$ cat config.mk
export PLATFORM = sky130hd
export DESIGN_NAME = glob_wildcard_match
export DESIGN_NICKNAME = d
export VERILOG_FILES = /design/src/hw/rtl/gwm_pkg.sv /design/src/hw/rtl/glob_wildcard_match.sv /design/src/hw/rtl/gwm_cell.sv
export SDC_FILE = /design/constraint.sdc
export NUM_CORES = 1
export LEC_CHECK = 0
export BUFFER_PORTS_ARGS = -buffer_cell sky130_fd_sc_hd__buf_2
export CORE_ASPECT_RATIO = 1.75
export CORE_UTILIZATION = 50
export DETAILED_ROUTE_END_ITERATION = 8
export PLACE_DENSITY = 0.66
export SLEW_MARGIN = 20
export SYNTH_ARGS = -nofsm -noshare
export SYNTH_HDL_FRONTEND = slang
export SYNTH_HIERARCHICAL = 1
export SYNTH_SLANG_ARGS = --single-unit
$ cat constraint.sdc
create_clock -name clk -period 14.4 [get_ports clk]
set_input_delay 2.16 -clock clk [delete_from_list [all_inputs] [get_ports clk]]
set_output_delay 2.16 -clock clk [all_outputs]
set_load 0.1 [all_outputs]
$ cat src/hw/rtl/gwm_pkg.sv
// Shared types, constants and helpers for the glob wildcard matcher.
// No dependencies; every other file in hw/rtl imports this package.
package gwm_pkg;

  // Pattern positions held by the cell row (accept cell comes on top)
  localparam int NPOS     = 16;
  // Positions that have register bits behind them
  localparam int REG_POS  = 16;
  localparam int LEN_W    = $clog2(NPOS + 1);
  localparam int CFG_W    = 64;
  localparam int CFG_IDX_W = 3;

  // Configuration register indexes
  localparam logic [CFG_IDX_W-1:0] CFG_CHARS_LO = 3'd0;
  localparam logic [CFG_IDX_W-1:0] CFG_CHARS_HI = 3'd1;
  localparam logic [CFG_IDX_W-1:0] CFG_KINDS    = 3'd2;
  localparam logic [CFG_IDX_W-1:0] CFG_LENGTH   = 3'd3;
  localparam logic [CFG_IDX_W-1:0] CFG_IGNCASE  = 3'd4;

  // Position kinds; the unused code acts as a literal
  typedef enum logic [1:0] {
    KIND_LIT = 2'd0,
    KIND_ONE = 2'd1,
    KIND_RUN = 2'd2
  } kind_t;

  // Per-cell pattern setup
  typedef struct packed {
    logic [7:0] chr;
    logic [1:0] kind;
    logic       used;      // position below pattern length
    logic       in_range;  // position at or below pattern length
    logic       is_start;  // position zero
    logic       is_accept; // position equal to pattern length
  } pos_cfg_t;

  // Per-beat control broadcast to every cell
  typedef struct packed {
    logic take;     // beat accepted this cycle
    logic no_char;  // beat carries no character
    logic restart;  // last beat: return to the start set
    logic ign_case;
  } step_ctl_t;

  // Hand-off from one cell to the next position up
  typedef struct packed {
    logic c_carry;  // star closure before the character
    logic adv;      // position consumed the character
    logic d_carry;  // star closure after the character
  } link_t;

  // ASCII upper-case folding
  function automatic logic [7:0] fold8(input logic [7:0] c, input logic ign);
    logic [7:0] r;
    r = c;
    if (ign && (c >= 8'h61) && (c <= 8'h7A)) begin
      r = c - 8'h20;
    end
    return r;
  endfunction

endpackage

$ cat src/hw/rtl/glob_wildcard_match.sv
// Glob wildcard matcher top level: configuration registers, cell row and
// result register. Depends on gwm_pkg and gwm_cell.
//
// Usage: load the pattern through the cfg_ port (cfg_we, cfg_index,
// cfg_wdata) while no string is in flight. Stream a subject string one
// character per beat on in_tdata; in_tlast marks the final beat and
// in_tuser flags a beat with no character (an empty string is a single
// beat with in_tuser and in_tlast high). Each position cell updates its
// active flag in the cycle the beat is taken, so the block accepts one
// beat every cycle. The verdict of a string leaves on out_tdata[0] in the
// cycle after its last beat is taken; no beat comes out for other beats.
// The result sits in an output register: while out_tready is low and a
// verdict is waiting, in_tready drops, otherwise beats keep flowing.
// Reset zeroes all but out_match_r (empty pattern, case-sensitive) and
// sets the active set to the start position; no clearing pass is needed.
module glob_wildcard_match
  import gwm_pkg::*;
(
  input  logic                 clk,
  input  logic                 rst_n,
  // Configuration write port
  input  logic                 cfg_we,
  input  logic [CFG_IDX_W-1:0] cfg_index,
  input  logic [CFG_W-1:0]     cfg_wdata,
  // Subject characters
  input  logic                 in_tvalid,
  output logic                 in_tready,
  input  logic [7:0]           in_tdata,   // [7:0] ch
  input  logic                 in_tlast,
  input  logic                 in_tuser,   // [0] no_char
  // Verdicts
  output logic                 out_tvalid,
  input  logic                 out_tready,
  output logic [7:0]           out_tdata   // [0] matched, [7:1] zero
);

  logic [63:0] chars_lo_r;
  logic [63:0] chars_hi_r;
  logic [31:0] kinds_r;
  logic [4:0]  len_r;
  logic        ign_r;

  logic [LEN_W-1:0] len_eff;
  logic [2*REG_POS*4-1:0] chars_all;
  step_ctl_t ctl;
  logic [7:0] ch_fold;
  link_t     links [0:NPOS+1];
  logic [NPOS:0] hits;
  logic      verdict;
  logic      take;

  logic out_valid_r;
  logic out_valid_nxt;
  logic out_match_r;
  logic out_match_nxt;

  // Configuration registers
  always_ff @(posedge clk) begin
    if (!rst_n) begin
      chars_lo_r <= '0;
      chars_hi_r <= '0;
      kinds_r    <= '0;
      len_r      <= '0;
      ign_r      <= 1'b0;
    end else if (cfg_we) begin
      case (cfg_index)
        CFG_CHARS_LO: chars_lo_r <= cfg_wdata[63:0];
        CFG_CHARS_HI: chars_hi_r <= cfg_wdata[63:0];
        CFG_KINDS:    kinds_r    <= cfg_wdata[31:0];
        CFG_LENGTH:   len_r      <= cfg_wdata[4:0];
        CFG_IGNCASE:  ign_r      <= cfg_wdata[0];
        default: ;
      endcase
    end
  end

  // Pattern length saturated to the row size
  assign len_eff = (32'(len_r) > NPOS) ? LEN_W'(NPOS) : LEN_W'(len_r);
  assign chars_all = {chars_hi_r, chars_lo_r};

  // Beat control
  assign in_tready   = ~out_valid_r | out_tready;
  assign take        = in_tvalid & in_tready;
  assign ctl.take    = take;
  assign ctl.no_char = in_tuser;
  assign ctl.restart = in_tlast;
  assign ctl.ign_case = ign_r;
  assign ch_fold     = fold8(in_tdata, ign_r);

  assign links[0] = '0;

  // Cell row: positions 0..NPOS-1 plus position NPOS, the accept cell of a full-length pattern
  for (genvar i = 0; i <= NPOS; i++) begin : g_cell
    pos_cfg_t pcfg;

    if (i < REG_POS) begin : g_reg
      assign pcfg.chr  = chars_all[8*i +: 8];
      assign pcfg.kind = kinds_r[2*i +: 2];
    end else begin : g_fixed
      assign pcfg.chr  = 8'h00;
      assign pcfg.kind = KIND_LIT;
    end
    assign pcfg.used      = (i < 32'(len_eff));
    assign pcfg.in_range  = (i <= 32'(len_eff));
    assign pcfg.is_start  = (i == 0);
    assign pcfg.is_accept = (i == 32'(len_eff));

    gwm_cell u_cell (
      .clk     (clk),
      .rst_n   (rst_n),
      .cfg     (pcfg),
      .ctl     (ctl),
      .ch_fold (ch_fold),
      .lin     (links[i]),
      .lout    (links[i+1]),
      .hit     (hits[i])
    );
  end

  assign verdict = |hits;

  // Result register
  always_comb begin
    out_valid_nxt = out_valid_r;
    out_match_nxt = out_match_r;
    if (take && in_tlast) begin
      out_valid_nxt = 1'b1;
      out_match_nxt = verdict;
    end else if (out_tready) begin
      out_valid_nxt = 1'b0;
    end
  end

  always_ff @(posedge clk) begin
    if (!rst_n) begin
      out_valid_r <= 1'b0;
    end else begin
      out_valid_r <= out_valid_nxt;
    end
  end

  always_ff @(posedge clk) begin
    out_match_r <= out_match_nxt;
  end

  assign out_tvalid = out_valid_r;
  assign out_tdata  = {7'b0, out_match_r};

  // links[NPOS+1] leaves the accept cell and goes nowhere
  logic unused_tail;
  assign unused_tail = ^links[NPOS+1];

endmodule

$ cat src/hw/rtl/gwm_cell.sv
// One pattern position of the matcher row: holds its active flag and
// passes closure and advance bits to the next position. Uses gwm_pkg.
module gwm_cell
  import gwm_pkg::*;
(
  input  logic       clk,
  input  logic       rst_n,
  input  pos_cfg_t   cfg,
  input  step_ctl_t  ctl,
  input  logic [7:0] ch_fold,
  input  link_t      lin,
  output link_t      lout,
  output logic       hit
);

  logic act_r;
  logic act_nxt;
  logic a_in;
  logic c_bit;
  logic n_bit;
  logic d_bit;
  logic val;
  logic star;
  logic match;

  // Decode the position kind
  always_comb begin
    star  = 1'b0;
    match = 1'b0;
    case (kind_t'(cfg.kind))
      KIND_RUN: star  = 1'b1;
      KIND_ONE: match = 1'b1;
      default:  match = (fold8(cfg.chr, ctl.ign_case) == ch_fold);
    endcase
  end

  // Closure, advance and closure again
  always_comb begin
    a_in  = act_r & cfg.in_range;
    c_bit = a_in | lin.c_carry;
    n_bit = (c_bit & star & cfg.used) | lin.adv;
    d_bit = n_bit | lin.d_carry;
    val   = ctl.no_char ? c_bit : d_bit;

    lout.c_carry = c_bit & star & cfg.used;
    lout.adv     = c_bit & ~star & match & cfg.used;
    lout.d_carry = d_bit & star & cfg.used;

    hit = val & cfg.is_accept;
  end

  // Active flag update
  always_comb begin
    act_nxt = act_r;
    if (ctl.take) begin
      act_nxt = ctl.restart ? cfg.is_start : val;
    end
  end

  always_ff @(posedge clk) begin
    if (!rst_n) begin
      act_r <= cfg.is_start;
    end else begin
      act_r <= act_nxt;
    end
  end

endmodule
==> results of run 1 <==
flip-flops by register name (all words and copies together) (netlist names):
| name | flops |
|---|---|
| chars_hi_r | 64 |
| chars_lo_r | 64 |
| kinds_r | 32 |
| g_cell.u_cell/act_r | 17 |
| len_r | 5 |
| ign_r | 1 |
| out_match_r | 1 |
| out_tvalid | 1 |
through the flow:
| stage | area (um^2) | worst slack (ns) |
|---|---|---|
| 2_1_floorplan | 12400 | 5.91 |
| 3_3_place_gp | 12900 | 5.39 |
| 3_5_place_dp | 12900 | 5.28 |
| 4_1_cts | 13500 | 5.34 |
| 5_1_grt | 13500 | 4.27 |
| 6_report | 13500 | 5.16 |
worst max path at each step:
stage	to
after floorplan	out_match_r
after global placement	out_match_r
after detailed placement	out_match_r
after CTS	out_match_r
after global routing	out_match_r
final	out_match_r
worst max-delay path: cells and delay by family, from the launching register on:
| family | cells | cell delay (ns) |
|---|---|---|
| buffers and inverters | 1 | 0.22 |
| AO/OA/AOI/OAI | 17 | 4.23 |
| flip-flops | 1 | 0.48 |
| AND/OR/NAND/NOR | 27 | 4.06 |
cell type report:
cell class | instances | area share, %
Tap cell | 308 | 2.85
Clock buffer | 24 | 3.80
Multi-Input combinational cell | 1224 | 57.2
Clock inverter | 8 | 0.758
Inverter | 102 | 2.83
Sequential cell | 185 | 28.7
Timing Repair Buffer | 96 | 3.88
layer usage:
metal | track usage, % | vias to the layer above | part of all wire [%]
met5 | 0 | - | 0.036
met4 | 17.8 | 2 | 5.8
met3 | 4.78 | 104 | 4.1
met2 | 51.6 | 280 | 51
met1 | 32.2 | 5036 | 39
li1 | - | 5273 | -
power breakdown:
part           total, uW  leakage [uW]  switching (uW)  internal [uW]
combinational        151       0.00298            90.7           60.4
sequential           549       0.00154            13.8            535
clock                499      0.000306             212            287
==> impl_metrics.tcl, run 1 <==
set metrics [dict create \
    finalMaxSlewViolations 0 \
    die_h_um 209 \
    clock_latency_ns 0.46 \
    cp_slowest_cell "nor2_1" \
    hp-start "chars_lo_r[7]" \
    start_util_pct 51.1 \
    path_common_cell "nor2_1" \
    clock-root-buffer "clkbuf_16" \
    worstReg2RegStart "len_r[4]" \
    crit_required_ns 14.60 \
    hold_viol 0 \
    routed_wl_um 35600 \
    cts-buffers-inserted 17 \
    holdWs_ns 0.481 \
    final_common_cell "nand2_1" \
    synth.avg_cell_area_um2 7.88 \
    maxCapViolations 0 \
    cts-resized-gates 0 \
    r2r_end "out_match_r" \
    clock_sinks 185 \
    ys_warn_count 6 \
    dieArea_um2 25200 \
    cts_setup_buffers 0 \
    reg2regPathDepth 45 \
    area_growth_pct 10.4 \
    reg2reg_slack_ns 5.16 \
    buffer_ports.inserted 84 \
    crit_type "reg -> reg" \
    leakage_uw 0.00482 \
    cts.path.max_buffers 2 \
    core_area_um2 24000 \
    routed_via_density 5.49 \
    cts_hold_buf 0 \
    period_minus_slack_ns 9.24 \
    grt_max_degree 105 \
    setup.worst_path.start "len_r[4]" \
    drt-initial-drc-count 563 \
    end_kind "register" \
    peakVddDrop_uv 78.2 \
    status "completed" \
    hold-path-endpoint "chars_lo_r[7]" \
    ant_nets 0 \
    arrival_ns 9.44 \
    clk_pin_slew_ns 0.08 \
    worst_slew_pin_slew_ns 0.982 \
    setup_viol 0 \
    die_w_um 120 \
    firstDrtPassIters 4 \
    total_power_uw 1200 \
    regArea_um2 3880 \
    dpl.hpwl_um 25600 \
    wire_per_inst_um 18.3 \
    layout.cells.non_filler 1947 \
    drive_gt1_share_pct 11.4 \
    post-route-period-util_pct 64.2 \
    multiInputGateArea_um2 7750 \
    finClkSkew_ns 0.00993 \
    final_core_util_pct 56.4 \
    cts_tree "yes" \
    max_slew_margin_pct 34.5 \
    cp_max_fo 21 \
    vias 10700 \
    syn_area_um2 12300 \
    io_pins 92 \
    antenna_found_initial 1 \
    drc 0 \
    critical-path-max-stage-delay_ns 0.62 \
    nets 1758 \
    power_density_nw_per_um2 88.5 \
    n_fill_cell 2337 \
    hold_path.class "reg -> reg" \
    rsz0062_at_grt "no" \
    gr-total-overflow 0 \
    grt_pass1_wl_um 55900 \
    hold_path_depth 2 \
    mostFrequentLayoutCells "nand2_1 (365), dfxtp_1 (167), xnor2_1 (144)" \
    place_inst 1914 \
    rows 75 \
    place_congestion 0.890 \
    setup_tns_ns 0 \
    antennaDiodeCount 0 \
    fmax_mhz 108 \
    start_kind "register" \
    grt_use_total_pct 29.2 \
    syn_inst 1556 \
    cts_max_level 4 \
    grt_pass1_vias 10400 \
]
Power figures use the tool's default switching activity.
==> run 2, diff against run 1 <==
- ABC_AREA: default -> 1
- PLACE_DENSITY: 0.66 -> 0.68
- clock period: 14.4 -> 8 ns (I/O delays scaled with it)
==> run 2 against run 1 <==
  * Register-to-register slack worse by 4.4 ns
  * Count of clock-buffer cells in the layout down 5
  * Synthesized cell count up 45%
  * Global-route usage down 0.32 points
  * Sequential power up 84%
  * Critical path type is now in -> reg
  * Critical endpoint unchanged
  * Largest cell class unchanged
==> impl_metrics.tcl, run 2 <==
set metrics [dict create \
    status "completed" \
    finClkSkew_ns 0.0131 \
    crit_buf_inv 5 \
    hold_path_depth 2 \
    grt_max_degree 94 \
    antenna_found_initial 0 \
    cts_max_level 4 \
    worstReg2RegStart "len_r[0]" \
    end_kind "register" \
    fmax_mhz 131 \
    drive_gt1_share_pct 12.7 \
    start_kind "primary input" \
    setup_tns_ns 0 \
    max_slew_margin_pct 43.6 \
    vias 13800 \
    cts_tree "yes" \
    syn_area_um2 13500 \
    buffer_ports.inserted 84 \
    ys_warn_count 6 \
    grt_pass1_vias 12800 \
    cts_hold_buf 0 \
    routed_wl_um 39200 \
    syn_inst 2256 \
    die_w_um 126 \
    worst_slew_pin_slew_ns 0.845 \
    post-route-period-util_pct 95.3 \
    peakVddDrop_uv 156 \
    drt-initial-drc-count 606 \
    gr-total-overflow 0 \
    start_util_pct 50.9 \
    hold_path.class "reg -> reg" \
    maxCapViolations 0 \
    period_minus_slack_ns 7.62 \
    critical-path-max-stage-delay_ns 0.34 \
    setup_viol 0 \
    nets 2506 \
    cp_max_fo 3 \
    path_common_cell "nor3_1" \
    ant_nets 0 \
    clock_latency_ns 0.46 \
    reg2regPathDepth 43 \
    clock_sinks 185 \
    setup.worst_path.start "in_tdata[2]" \
    die_h_um 220 \
    cts-buffers-inserted 17 \
    power_density_nw_per_um2 152 \
    worst-path-stages 50 \
    grt_use_total_pct 28.9 \
    core_area_um2 26600 \
    cp_top_family "simple AND/OR/NAND/NOR gates" \
    dpl.hpwl_um 29000 \
    crit_type "in -> reg" \
    antennaDiodeCount 0 \
    io_pins 92 \
    synth.avg_cell_area_um2 6.00 \
    place_inst 2674 \
    cts.path.max_buffers 2 \
    hp-start "kinds_r[14]" \
    wire_per_inst_um 14.5 \
    arrival_ns 7.80 \
    n_fill_cell 2687 \
    mostFrequentLayoutCells "nor2_1 (496), nand2_1 (449), inv_1 (398)" \
    final_common_cell "nor2_1" \
    place_congestion 0.942 \
    reg.largest.list "chars_hi_r (64), chars_lo_r (64), kinds_r (32)" \
    grt_pass1_wl_um 62200 \
    cp_slowest_cell "nor3_1" \
    drc 0 \
    leakage_uw 0.00686 \
    area_growth_pct 12.2 \
    firstDrtPassIters 7 \
    crit_required_ns 8.18 \
    clock-root-buffer "clkbuf_16" \
    routed_via_density 5.07 \
    dieArea_um2 27800 \
    finalMaxSlewViolations 0 \
    clk_pin_slew_ns 0.07 \
    layout.cells.non_filler 2711 \
    rows 79 \
    hold_viol 0 \
]
-- run 2: repair_timing --
item,4_1_cts,5_1_grt
resized for setup,3,21
cloned,0,0
setup buffers,0,5
pin swaps,2,14
setup endpoints to repair,1,4
-- run 2: worst register-to-register path, delay by kind of cell (launching register included) --
family          cells  cell delay, ns
simple gates       23            4.30
buf+inv             3            0.28
flops               1            0.45
compound gates     17            2.11
-- run 2: power breakdown --
group          leakage, uW  switching (uW)  internal (uW)
sequential         0.00154            36.6            975
clock             0.000301             396            499
combinational      0.00502             261            137
total              0.00686             693           1610
-- run 2: per-layer routing --
metal	global-route usage [%]	vias to the layer above	part of all wire [%]
met5	0	-	0
met4	19.1	0	6.0
met3	3.84	128	3.6
met2	55.7	322	52
met1	28.5	6178	38
li1	-	7124	-
-- run 2: path summary, 6_finish.rpt --
kind / endpoint / slack (ns)
setup / recovery: out_match_r / 0.38
hold / removal: kinds_r[14] / 0.51
hold reg to reg: kinds_r[14] / 0.51
setup reg to reg: out_match_r / 0.73
-- run 2: final cells by class --
type	count	area, um^2	share of cell area [%]
sequential	185	3880	25.6
tap	324	405	2.67
timing repair buffer	133	803	5.29
inverter	405	1520	10.0
clock buffer	19	475	3.13
clock inverter	13	136	0.897
multi-input combinational	1632	7970	52.5
-- run 2: metrics by stage --
stage               utilization [%]  power, uW  hold slack, ns  instance area [um^2]  setup WS [ns]
floorplan                         -       1300           0.479                 13600          0.410
global placement               54.3       1410           0.495                 14400         -0.341
detailed placement             54.3       1430           0.502                 14400         -0.529
CTS                            56.6       2320           0.512                 15100         0.0436
global route                   57.2       2410           0.533                 15200         -0.174
finish                         57.2       2300           0.512                 15200          0.376
